--- config.mk ---
export PLATFORM = sky130hd
export DESIGN_NAME = button_mode_sequencer
export DESIGN_NICKNAME = d
export VERILOG_FILES = /design/src/hdl/bms_pkg.sv /design/src/hdl/button_mode_sequencer.sv /design/src/hdl/bms_step.sv
export SDC_FILE = /design/constraint.sdc
export NUM_CORES = 1
export LEC_CHECK = 0
export BUFFER_PORTS_ARGS = -buffer_cell sky130_fd_sc_hd__clkbuf_2
export CAP_MARGIN = 20
export CORE_ASPECT_RATIO = 0.5
export CORE_MARGIN = 10
export CORE_UTILIZATION = 30
export CTS_BUF_LIST = sky130_fd_sc_hd__clkbuf_4
export DETAILED_ROUTE_END_ITERATION = 8
export HOLD_SLACK_MARGIN = 0.06
export PLACE_DENSITY_LB_ADDON = 0.25
export SYNTH_ARGS = -nofsm -noshare
export SYNTH_HDL_FRONTEND = slang
export SYNTH_SLANG_ARGS = --single-unit
--- constraint.sdc ---
create_clock -name clk_i -period 22.7 [get_ports clk_i]
set_input_delay 0 -clock clk_i [delete_from_list [all_inputs] [get_ports clk_i]]
set_output_delay 0 -clock clk_i [all_outputs]
set_load 0.01 [all_outputs]
--- src/hdl/bms_pkg.sv ---
// Shared types, constants and helper functions for the button mode sequencer.
`timescale 1ns / 1ps
`default_nettype none

package bms_pkg;

  localparam int unsigned ModeCountDefault = 9;
  localparam int unsigned FrameModes       = 9;

  localparam logic [15:0] LongPressReset  = 16'd1000;
  localparam logic [15:0] ShortPressReset = 16'd50;
  localparam logic [15:0] AdcPeriodReset  = 16'd500;
  localparam logic [11:0] LowBatteryReset = 12'd2700;
  localparam logic [31:0] AutoSwitchReset = 32'd45000;

  localparam int unsigned CfgIdxWidth  = 3;
  localparam int unsigned CfgDataWidth = 32;

  typedef enum logic [CfgIdxWidth-1:0] {
    CFG_LONG_PRESS  = 3'd0,
    CFG_SHORT_PRESS = 3'd1,
    CFG_ADC_PERIOD  = 3'd2,
    CFG_LOW_BATTERY = 3'd3,
    CFG_AUTO_SWITCH = 3'd4
  } cfg_idx_e;

  typedef struct packed {
    logic [31:0] now_ms;
    logic        button_level;
    logic        adc_ready;
    logic [11:0] adc_sample;
  } poll_t;

  typedef struct packed {
    logic [3:0] mode;
    logic       mode_changed;
    logic       needs_init;
    logic       frame_tick;
    logic       power_off;
    logic       auto_enabled;
  } result_t;

  typedef struct packed {
    logic [15:0] long_press_ms;
    logic [15:0] short_press_min_ms;
    logic [15:0] adc_period_ms;
    logic [11:0] low_battery_level;
    logic [31:0] auto_switch_ms;
  } cfg_t;

  typedef struct packed {
    logic [3:0]  mode_now;
    logic [31:0] mode_start_time;
    logic [31:0] frame_start_time;
    logic [31:0] press_start_time;
    logic        last_button;
    logic        auto_on;
    logic [31:0] adc_check_time;
    logic        halted;
  } state_t;

  // Frame interval in ms for each mode; modes past the table have none.
  function automatic logic [7:0] frame_ms(input logic [3:0] mode);
    logic [7:0] ms;
    case (mode)
      4'd0:    ms = 8'd30;
      4'd1:    ms = 8'd50;
      4'd2:    ms = 8'd220;
      4'd3:    ms = 8'd30;
      4'd4:    ms = 8'd60;
      4'd5:    ms = 8'd80;
      4'd6:    ms = 8'd40;
      4'd7:    ms = 8'd30;
      4'd8:    ms = 8'd30;
      default: ms = 8'd0;
    endcase
    return ms;
  endfunction

  function automatic logic has_frame(input logic [3:0] mode);
    return {1'b0, mode} < 5'(FrameModes);
  endfunction

  // Modes whose animation restarts from scratch on entry.
  function automatic logic mode_needs_init(input logic [3:0] mode);
    return mode inside {4'd0, 4'd1, 4'd2, 4'd5, 4'd6, 4'd8};
  endfunction

endpackage

`default_nettype wire

--- src/hdl/button_mode_sequencer.sv ---
// Top level of the button mode sequencer: handshakes, configuration and state.
// An accepted transaction lands in the input register, and its result is then
// registered in the output register and presented from there.
// Throughput: one poll per cycle; the single-pass step logic between the input
// and output registers sets that figure, and input stalls only on output stall.
// Reset: clears all state (auto switching on, mode 0, not powered off) and loads
// the configuration defaults; no transaction is pending afterwards.
`timescale 1ns / 1ps
`default_nettype none

module button_mode_sequencer #(
  parameter int unsigned MODE_COUNT = bms_pkg::ModeCountDefault
) (
  input  wire                                  clk_i,
  input  wire                                  rst_ni,
  input  wire                                  in_valid_i,
  output logic                                 in_stall_o,
  input  bms_pkg::poll_t                       in_data_i,
  output logic                                 out_valid_o,
  input  wire                                  out_stall_i,
  output bms_pkg::result_t                     out_data_o,
  input  wire                                  cfg_we_i,
  input  wire  [bms_pkg::CfgIdxWidth-1:0]      cfg_idx_i,
  input  wire  [bms_pkg::CfgDataWidth-1:0]     cfg_wdata_i
);

  bms_pkg::cfg_t    cfg_q;
  bms_pkg::state_t  state_q;
  bms_pkg::state_t  state_d;
  bms_pkg::poll_t   poll_q;
  bms_pkg::result_t result_d;
  bms_pkg::result_t result_q;
  logic             poll_valid_q;
  logic             out_valid_q;
  logic             out_free;
  logic             advance;
  logic             in_accept;

  // The output register can take a new result when empty or being drained.
  assign out_free   = !out_valid_q || !out_stall_i;
  // Move the buffered poll into the output register, committing its state.
  assign advance    = poll_valid_q && out_free;
  // Hold off new input only while the input register is full and cannot move.
  assign in_stall_o = poll_valid_q && !out_free;
  assign in_accept  = in_valid_i && !in_stall_o;

  assign out_valid_o = out_valid_q;
  assign out_data_o  = result_q;

  // Configuration registers; the user must write them only while the block is idle; the block does not enforce it.
  always_ff @(posedge clk_i or negedge rst_ni) begin
    if (!rst_ni) begin
      cfg_q.long_press_ms      <= bms_pkg::LongPressReset;
      cfg_q.short_press_min_ms <= bms_pkg::ShortPressReset;
      cfg_q.adc_period_ms      <= bms_pkg::AdcPeriodReset;
      cfg_q.low_battery_level  <= bms_pkg::LowBatteryReset;
      cfg_q.auto_switch_ms     <= bms_pkg::AutoSwitchReset;
    end else if (cfg_we_i) begin
      case (bms_pkg::cfg_idx_e'(cfg_idx_i))
        bms_pkg::CFG_LONG_PRESS:  cfg_q.long_press_ms      <= cfg_wdata_i[15:0];
        bms_pkg::CFG_SHORT_PRESS: cfg_q.short_press_min_ms <= cfg_wdata_i[15:0];
        bms_pkg::CFG_ADC_PERIOD:  cfg_q.adc_period_ms      <= cfg_wdata_i[15:0];
        bms_pkg::CFG_LOW_BATTERY: cfg_q.low_battery_level  <= cfg_wdata_i[11:0];
        bms_pkg::CFG_AUTO_SWITCH: cfg_q.auto_switch_ms     <= cfg_wdata_i;
        default: begin
          // Drop writes to unused indexes.
        end
      endcase
    end
  end

  // Input register: valid bit under reset, payload without.
  always_ff @(posedge clk_i or negedge rst_ni) begin
    if (!rst_ni) begin
      poll_valid_q <= 1'b0;
    end else if (in_accept) begin
      poll_valid_q <= 1'b1;
    end else if (advance) begin
      poll_valid_q <= 1'b0;
    end
  end

  always_ff @(posedge clk_i) begin
    if (in_accept) begin
      poll_q <= in_data_i;
    end
  end

  bms_step #(
    .MODE_COUNT(MODE_COUNT)
  ) u_step (
    .state_i (state_q),
    .cfg_i   (cfg_q),
    .poll_i  (poll_q),
    .state_o (state_d),
    .result_o(result_d)
  );

  // Sequencer state advances once per poll, when its result is registered.
  always_ff @(posedge clk_i or negedge rst_ni) begin
    if (!rst_ni) begin
      state_q <= '{auto_on: 1'b1, default: '0};
    end else if (advance) begin
      state_q <= state_d;
    end
  end

  // Output register.
  always_ff @(posedge clk_i or negedge rst_ni) begin
    if (!rst_ni) begin
      out_valid_q <= 1'b0;
    end else if (out_free) begin
      out_valid_q <= poll_valid_q;
    end
  end

  always_ff @(posedge clk_i) begin
    if (advance) begin
      result_q <= result_d;
    end
  end

endmodule

`default_nettype wire

--- src/hdl/bms_step.sv ---
// Next-state and result logic for one poll of the button mode sequencer.
`timescale 1ns / 1ps
`default_nettype none

module bms_step #(
  parameter int unsigned MODE_COUNT = bms_pkg::ModeCountDefault
) (
  input  bms_pkg::state_t  state_i,
  input  bms_pkg::cfg_t    cfg_i,
  input  bms_pkg::poll_t   poll_i,
  output bms_pkg::state_t  state_o,
  output bms_pkg::result_t result_o
);

  logic [31:0] press_dt;
  logic [31:0] adc_dt;
  logic [31:0] auto_dt;
  logic [31:0] frame_dt;
  logic [3:0]  mode_inc;
  logic [3:0]  mode_next;
  logic        rise;
  logic        held;
  logic        fall;
  logic        long_hold;
  logic        release_adv;
  logic        adc_due;
  logic        low_batt;
  logic        auto_adv;
  logic        advance;
  logic [3:0]  mode_after;
  logic        tick;

  assign press_dt = poll_i.now_ms - state_i.press_start_time;
  assign adc_dt   = poll_i.now_ms - state_i.adc_check_time;
  assign auto_dt  = poll_i.now_ms - state_i.mode_start_time;
  assign frame_dt = poll_i.now_ms - state_i.frame_start_time;

  assign mode_inc  = state_i.mode_now + 4'd1;
  assign mode_next = ({1'b0, mode_inc} >= 5'(MODE_COUNT)) ? 4'd0 : mode_inc;

  assign rise = poll_i.button_level & ~state_i.last_button;
  assign held = poll_i.button_level & state_i.last_button;
  assign fall = ~poll_i.button_level & state_i.last_button;

  assign long_hold   = held && (press_dt > {16'd0, cfg_i.long_press_ms});
  assign release_adv = fall && (press_dt > {16'd0, cfg_i.short_press_min_ms})
                       && (press_dt <= {16'd0, cfg_i.long_press_ms});

  assign adc_due  = adc_dt >= {16'd0, cfg_i.adc_period_ms};
  assign low_batt = adc_due && poll_i.adc_ready
                    && (poll_i.adc_sample < cfg_i.low_battery_level);

  // A manual advance turns auto switching off and blocks the auto advance, so at most one advance per poll.
  assign auto_adv = state_i.auto_on && !release_adv && !low_batt
                    && (auto_dt >= cfg_i.auto_switch_ms);
  assign advance    = release_adv || auto_adv;
  assign mode_after = advance ? mode_next : state_i.mode_now;

  assign tick = !low_batt && bms_pkg::has_frame(mode_after)
                && (frame_dt >= {24'd0, bms_pkg::frame_ms(mode_after)});

  always_comb begin
    state_o  = state_i;
    result_o = '0;
    if (state_i.halted) begin
      result_o.mode         = state_i.mode_now;
      result_o.power_off    = 1'b1;
      result_o.auto_enabled = state_i.auto_on;
    end else if (long_hold) begin
      // Power off right away; leave everything else as it was.
      state_o.halted        = 1'b1;
      result_o.mode         = state_i.mode_now;
      result_o.power_off    = 1'b1;
      result_o.auto_enabled = state_i.auto_on;
    end else begin
      if (rise) begin
        state_o.press_start_time = poll_i.now_ms;
      end
      if (release_adv) begin
        state_o.auto_on = 1'b0;
      end
      state_o.last_button = poll_i.button_level;
      if (adc_due) begin
        state_o.adc_check_time = poll_i.now_ms;
      end
      if (low_batt) begin
        state_o.halted = 1'b1;
      end
      if (auto_adv) begin
        state_o.mode_start_time = poll_i.now_ms;
      end
      if (tick) begin
        state_o.frame_start_time = poll_i.now_ms;
      end
      state_o.mode_now = mode_after;

      result_o.mode         = mode_after;
      result_o.mode_changed = advance;
      result_o.needs_init   = advance && bms_pkg::mode_needs_init(mode_after);
      result_o.frame_tick   = tick;
      result_o.power_off    = low_batt;
      result_o.auto_enabled = state_o.auto_on;
    end
  end

endmodule

`default_nettype wire

# --- Word-level counts from Yosys, hierarchy flattened ---
# Memories as Yosys holds them, arrays and structs flattened.
# Index checks and enable logic that the tools add are counted.
classes:
  n_lt_le_gt_ge: 9
  bitwise: 7
  n_reduce_logical: 37
  n_addsub: 5
  eq_ne: 9
  muxes: 12
ops:
  columns: ["op", "n"]
  rows:
  - ["subtractor 32 bit", 4]
  - ["> comparator 32 x 16 -> 1 bit", 2]
  - [">= comparator 32 x 16 -> 1 bit", 1]
  - [">= comparator 32 bit", 1]
  - [">= comparator 32 x 8 -> 1 bit", 1]
  - ["<= comparator 32 x 16 -> 1 bit", 1]
  - ["two-way mux 4 bit", 4]
  - ["AND reduction 4 bit", 4]
  - ["logical AND 1 bit", 14]
  - ["< comparator 12 bit", 1]
  - ["AND reduction 2 bit", 5]
  - ["equality test 4 x 3 -> 1 bit, second input constant", 2]
  - ["two-way mux 1 bit", 8]
  - ["equality test 3 x 2 -> 1 bit, second input constant", 2]
  - ["logical NOT 1 bit", 6]
  - ["nonzero test 6 bit", 1]
  - ["adder 4 x 1 -> 4 bit, second input constant", 1]
  - ["equality test 4 x 1 -> 1 bit, second input constant", 1]
  - ["equality test 4 x 2 -> 1 bit, second input constant", 1]
  - ["equality test 4 bit, second input constant", 1]
  - [">= comparator 4 bit, second input constant", 1]
  - ["logical NOT 4 bit", 1]
  - ["< comparator 4 bit, second input constant", 1]
  - ["inverter 1 bit", 4]
  - ["8 further kinds", 11]
totals:
  input_bits: 86
  n_memories: 1
  word_cells: 105
  output_inout_bits: 11
  register_bits: 284
  rom_bits: 112
memory_table:
  columns: ["name", "words", "word_bits", "rd", "rd_clocked_by_memory_dff", "wr", "line", "rtl"]
  rows:
  - ["(name not given)", 16, 7, 1, 0, 0, "bms_pkg.sv:65", "case (mode)"]

# --- Logic depth before layout (Yosys ltp) ---
depth:
  ltp_word: 14
  mapped_depth: 47
  ltp_nobuf: 43

# --- Hierarchy ---
# A second synthesis with hierarchy kept.
hier_totals:
  cells_unflattened: 2297
  hier_area_um2: 22182.5
by_module_without_submodules:
  columns: ["mod", "seq_area_each_um2", "instances", "area_per_inst_um2", "cells_each"]
  rows:
  - ["bms_step", 0.0, 1, 11893.9, 1750]
  - ["button_mode_sequencer", 7419.6, 1, 10288.6, 547]

# --- Worst setup path after synthesis ---
# No wires, ideal clock.
synth_timing:
  kind: "register to register"
  start: "register poll_q[14] (netlist name)"
  end: "register state_q[69] (netlist name)"
  t_required_ps: 22572
  stages_incl_launch_ff: 45
  synth_period_minus_slack_ps: 8436
  n_path_buf: 3
  setup_slack_ps: 14264
  setup_time_ps: 128
  arrival_time_ps: 8309
  cell_sequence: "edfxtp_1 -> inv_1 -> ha_1 -> inv_1 -> fa_1 -> a21o_1 -> a21oi_1 -> nor2b_1 -> o21a_1 -> nor4_1 -> o41ai_1 -> a221oi_1 -> a21oi_1 -> a211oi_1 -> o21ai_0 -> a21o_1 -> a211o_1 -> xor2_1 -> [9 not listed] -> buf_6 -> mux2i_1 -> and3b_1 -> nand2_1 -> ha_1 -> a2111oi_0 -> nand4_1 -> nor4_1 -> o2111a_1 -> nand4_1 -> a2111oi_0 -> nand4_1 -> nor4_1 -> o2111ai_1 -> nand4_1 -> a31oi_4 -> buf_2 -> mux2_1"
synth_between:
  elab_chain_cells: 14
  word_cells_on_any_way: 28
  cone_classes: "add/sub: 4; order compare: 7; mux: 1; bitwise: 1; reduce/logical: 14; memory: 1"
synth_lines:
  columns: ["item", "line", "rtl"]
  rows:
  - ["from (decl)", "button_mode_sequencer.sv:30", "bms_pkg::poll_t poll_q;"]
  - ["from (signal assigned)", "button_mode_sequencer.sv:85", "poll_q <= in_data_i;"]
  - ["subtractor 32 bit", "bms_step.sv:33", "assign press_dt = poll_i.now_ms - state_i.press_start_time;"]
  - ["> comparator 32 x 16 -> 1 bit", "bms_step.sv:46", "assign release_adv = fall && (press_dt > {16'd0, cfg_i.short_press_min_ms})"]
  - ["logical AND 1 bit", "bms_step.sv:46", null]
  - ["logical AND 1 bit", "bms_step.sv:47", "&& (press_dt <= {16'd0, cfg_i.long_press_ms});"]
  - ["logical NOT 1 bit", "bms_step.sv:54", "assign auto_adv = state_i.auto_on && !release_adv && !low_batt"]
  - ["logical AND 1 bit (2 in series)", "bms_step.sv:54", null]
  - ["logical AND 1 bit", "bms_step.sv:55", "&& (auto_dt >= cfg_i.auto_switch_ms);"]
  - ["logical OR 1 bit", "bms_step.sv:56", "assign advance = release_adv || auto_adv;"]
  - ["two-way mux 4 bit", "bms_step.sv:57", "assign mode_after = advance ? mode_next : state_i.mode_now;"]
  - ["memory read (16 x 7 bit) or < comparator 4 bit (tied branches)", null, null]
  - [">= comparator 32 x 8 -> 1 bit or logical AND 1 bit (tied branches)", "bms_step.sv:60, bms_step.sv:59", null]
  - ["logical AND 1 bit", "bms_step.sv:60", "&& (frame_dt >= {24'd0, bms_pkg::frame_ms(mode_after)});"]
  - ["AND reduction 4 bit (no source line) *", null, null]
  - ["to (signal assigned)", "button_mode_sequencer.sv:104", "state_q <= state_d;"]
  - ["to (decl)", "button_mode_sequencer.sv:28", "bms_pkg::state_t state_q;"]
# Mark *: on every way between the ends. The rest lies on a longest branch, timed or not.
# A chain may end at the register's enable or synchronous reset.

# --- Final worst setup path ---
layout_timing:
  start: "register poll_q[14] (netlist name)"
  end: "register state_q[86] (netlist name)"
# The elaborated chain is that of the path after synthesis.

==> flow_summary.toml <==
[placement]
dp_cells = 3225
gp_congestion = 0.9168
portBuffers = 96
hpwl_mm = 46.33

[finish]
areaGrowthSynthToFinish_pct = 23.02
multi_input_area_um2 = 11860
finalNonFillerCells = 3587
regArea_um2 = 7420
drive_gt1_share_pct = 14.89
fillers = 6888
num-nets-final = 2940

[synthesis]
synth_top_area_share_pct = 24.23
yosysWarnings = 0
synth.distinct_cells = 94
synthArstFlopShare_pct = 80.63
synth-edff-count = 55
syn_area_per_cell_um2 = 9.009
synth-seq-cells = 284
synthTopCellsByCount = "inv_1 (262), nand2_1 (257), ha_1 (225)"
synthFlopType = "dfrtp_1"
synth_top_area_cell = "dfrtp_1"
synth.area.top_cells = "dfrtp_1 (24%), ha_1 (14%), edfxtp_1 (8.0%), inv_1 (4.8%), nand2_1 (4.7%)"
postSynthCellCount = 2281
yosysSeqAreaShare_pct = 36.11
synth_area_um2 = 20550
synth_nets = 2596
yosysMostFrequentCell = "inv_1"

[pwr]
ir_worst_vdd_mv = 0.04469
p_leak_uw = 0.01158
power.density_nw_per_um2 = 113.8

[timing]
setup_tns_ps = 0
finalCritPeriodShare_pct = 49.57
rsz0062_at_grt = "no"
tightest_slew_ps = 1035
slew_headroom_pct = 30.11
maxSlewViolCount = 0
final-setup-viol-count = 0
final.setup_skew_ps = 86.71
fmax_mhz = 88.88
hold_violations = 0
fin_crit_ps = 11250

[detailed_routing]
wl_per_cell_um = 17.65
wirelength_mm = 63.31
drc = 0
first_pass_iters = 6
first_iter_violations = 1235
routed_via_density = 4.940
route.vias.total = 17720
ant_nets = 0

[clock_tree]
cts_max_level = 3
clk_path_buf_depth = 3
cts_sinks = 284
clk_latency_ps = 860
cts-buffers-inserted = 78
clock-root-buffer = "clkbuf_4"
cts.reportedPaths.clkPinSlew_ps = 70
cts_resized = 0
tritoncts = "yes"
cts_setup_buffers = 0

[min_path]
hold_path.class = "input pin to async pin"

[run]
drv_cap = 0

[global_routing]
busiest_layer = "met2"
grt_use_total_pct = 15.83
grt.overflow.total = 0
use_met2_pct = 23.36
met3_usage_pct = 3.411
grt_pass1_wl_mm = 100.8
antenna_found_initial = 4
grt_max_degree = 80
met1_usage_pct = 22.83
first_global_vias = 17510

[status]
status = "finished clean"

[critical_path]
crit_path_top_delay_cell = "and3_1"
critical-path-max-stage-delay_ps = 750
cp.arrival_ps = 11910
r2r_setup_slack_ps = 11450
path_class = "flop to flop"
worstPathRequired_ps = 23360
crit_path_end_kind = "flop"
cp-start-kind = "flop"
cp_common_cell = "nand4_1"
cp_max_fo = 32

[floorplan]
die-area_um2 = 80000
start_util_pct = 30.49
std_cell_rows = 67
die_h_um = 205.1
pin_count = 97
core_um2 = 67400
die_w_um = 390.1
path summary, 6_finish.rpt:
check,from,end,depth (start not counted)
worst min register to register,state_q[70]$_DFFE_PN0P_,state_q[70]$_DFFE_PN0P_,1
worst min-delay path,rst_ni,cfg_q[15]$_DFFE_PN1P_,3
min in group clk_i,in_data_i[29],poll_q[29]$_DFFE_PP_,3
worst max-delay path,poll_q[14]$_DFFE_PP_,state_q[86]$_DFFE_PN0P_,43
max in group asynchronous,rst_ni,state_q[0]$_DFFE_PN0P_,4
worst max register to register,poll_q[14]$_DFFE_PP_,state_q[86]$_DFFE_PN0P_,43
cells in the final DEF, fill, tap and decap left out, types with 8 or more instances in the layout:
| cell | count |
|---|---|
| a22oi_1 | 9 |
| a21o_1 | 61 |
| o21bai_1 | 11 |
| dfrtp_1 | 199 |
| o21ai_0 | 186 |
| o211ai_1 | 14 |
| mux2i_1 | 13 |
| dfstp_2 | 30 |
| o21ai_1 | 34 |
| o21a_1 | 29 |
| nand4_1 | 40 |
| dlygate4sd3_1 | 215 |
| a2111oi_0 | 8 |
| xor2_1 | 31 |
| buf_4 | 23 |
| edfxtp_1 | 55 |
| a211o_1 | 11 |
| ha_1 | 225 |
| inv_1 | 262 |
| nor2_1 | 100 |
| a21oi_1 | 144 |
| clkbuf_4 | 126 |
| nor4_1 | 8 |
| nand2b_1 | 27 |
| nor2b_1 | 22 |
| nand2_1 | 257 |
| clkbuf_2 | 95 |
| xnor2_1 | 51 |
| mux2_2 | 54 |
| a31oi_1 | 24 |
| and3_1 | 15 |
| a211oi_1 | 14 |
| mux2_4 | 26 |
| or3_1 | 13 |
| nor3b_1 | 10 |
| nor3_1 | 42 |
| clkinv_1 | 11 |
| and2_1 | 9 |
| nand3_1 | 35 |
| o31ai_1 | 12 |
cell type report:
class                   instances  area share (%)
well taps                     897           4.440
flip-flops and latches        284           29.35
clock inverters                17          0.3910
diodes                          3         0.02970
multi-input cells            1663           46.91
clock buffers                 125           3.712
repair buffers                336           11.28
inverters                     262           3.891
what timing repair did:
item,4_1_cts,5_1_grt
hold buffers,216,0
setup endpoints to repair,0,0
hold endpoints to repair,324,0
report_power, final:
part	total, µW	switching [µW]	internal (µW)
combinational	1660	981	682
clock	496	236	260
sequential	718	59.6	659
total	2880	1280	1600
flip-flops by register name, summed over array words and instances (netlist names):
register and flops:
state_q 135, poll_valid_q 1, poll_q 46, out_valid_o 1, cfg_q 92, out_data_o 9
cells by family (layout without fill, tap and decap cells):
| family | count (synthesis) | in the layout | share of synthesized area (%) |
|---|---|---|---|
| flip-flops | 284 | 284 | 36.11 |
| other | 0 | 3 | 0 |
| adder cells (fa/ha/maj) | 229 | 229 | 14.09 |
| AO/OA/AOI/OAI | 634 | 634 | 19.49 |
| XOR/XNOR | 82 | 82 | 3.495 |
| buffers and inverters | 334 | 740 | 6.497 |
| AND/OR/NAND/NOR | 620 | 620 | 14.55 |
| multiplexers | 98 | 98 | 5.766 |
worst max-delay path: cells and delay by family, from the launching register on:
family | cells | cell delay, ps
DFF | 1 | 420
muxes | 1 | 340
and+or+nand+nor | 14 | 3210
xor gates and xnor gates | 1 | 150
AOI/OAI and AO/OA | 19 | 5000
adders and majority gates | 4 | 1190
buffers and inverters | 4 | 740
layer usage:
layer / up-vias / wire [µm]
met5: - / 0
met4: 0 / 1383
met3: 96 / 3662
met2: 437 / 26370
met1: 8334 / 31890
li1: 8853 / -
metrics by stage:
step	hold slack (ps)	area, µm²	power (µW)	util (%)	setup slack (ps)
floorplan	-295.6	20550	1889	-	14260
global placement	82.31	22050	2303	32.71	11670
detailed placement	82.55	22050	2318	32.71	11290
CTS	262.4	25260	2878	37.48	11210
global route	330.8	25280	3135	37.50	10780
finish	370.6	25280	2877	37.50	11450
No activity file was read; power rests on OpenSTA's default activity.
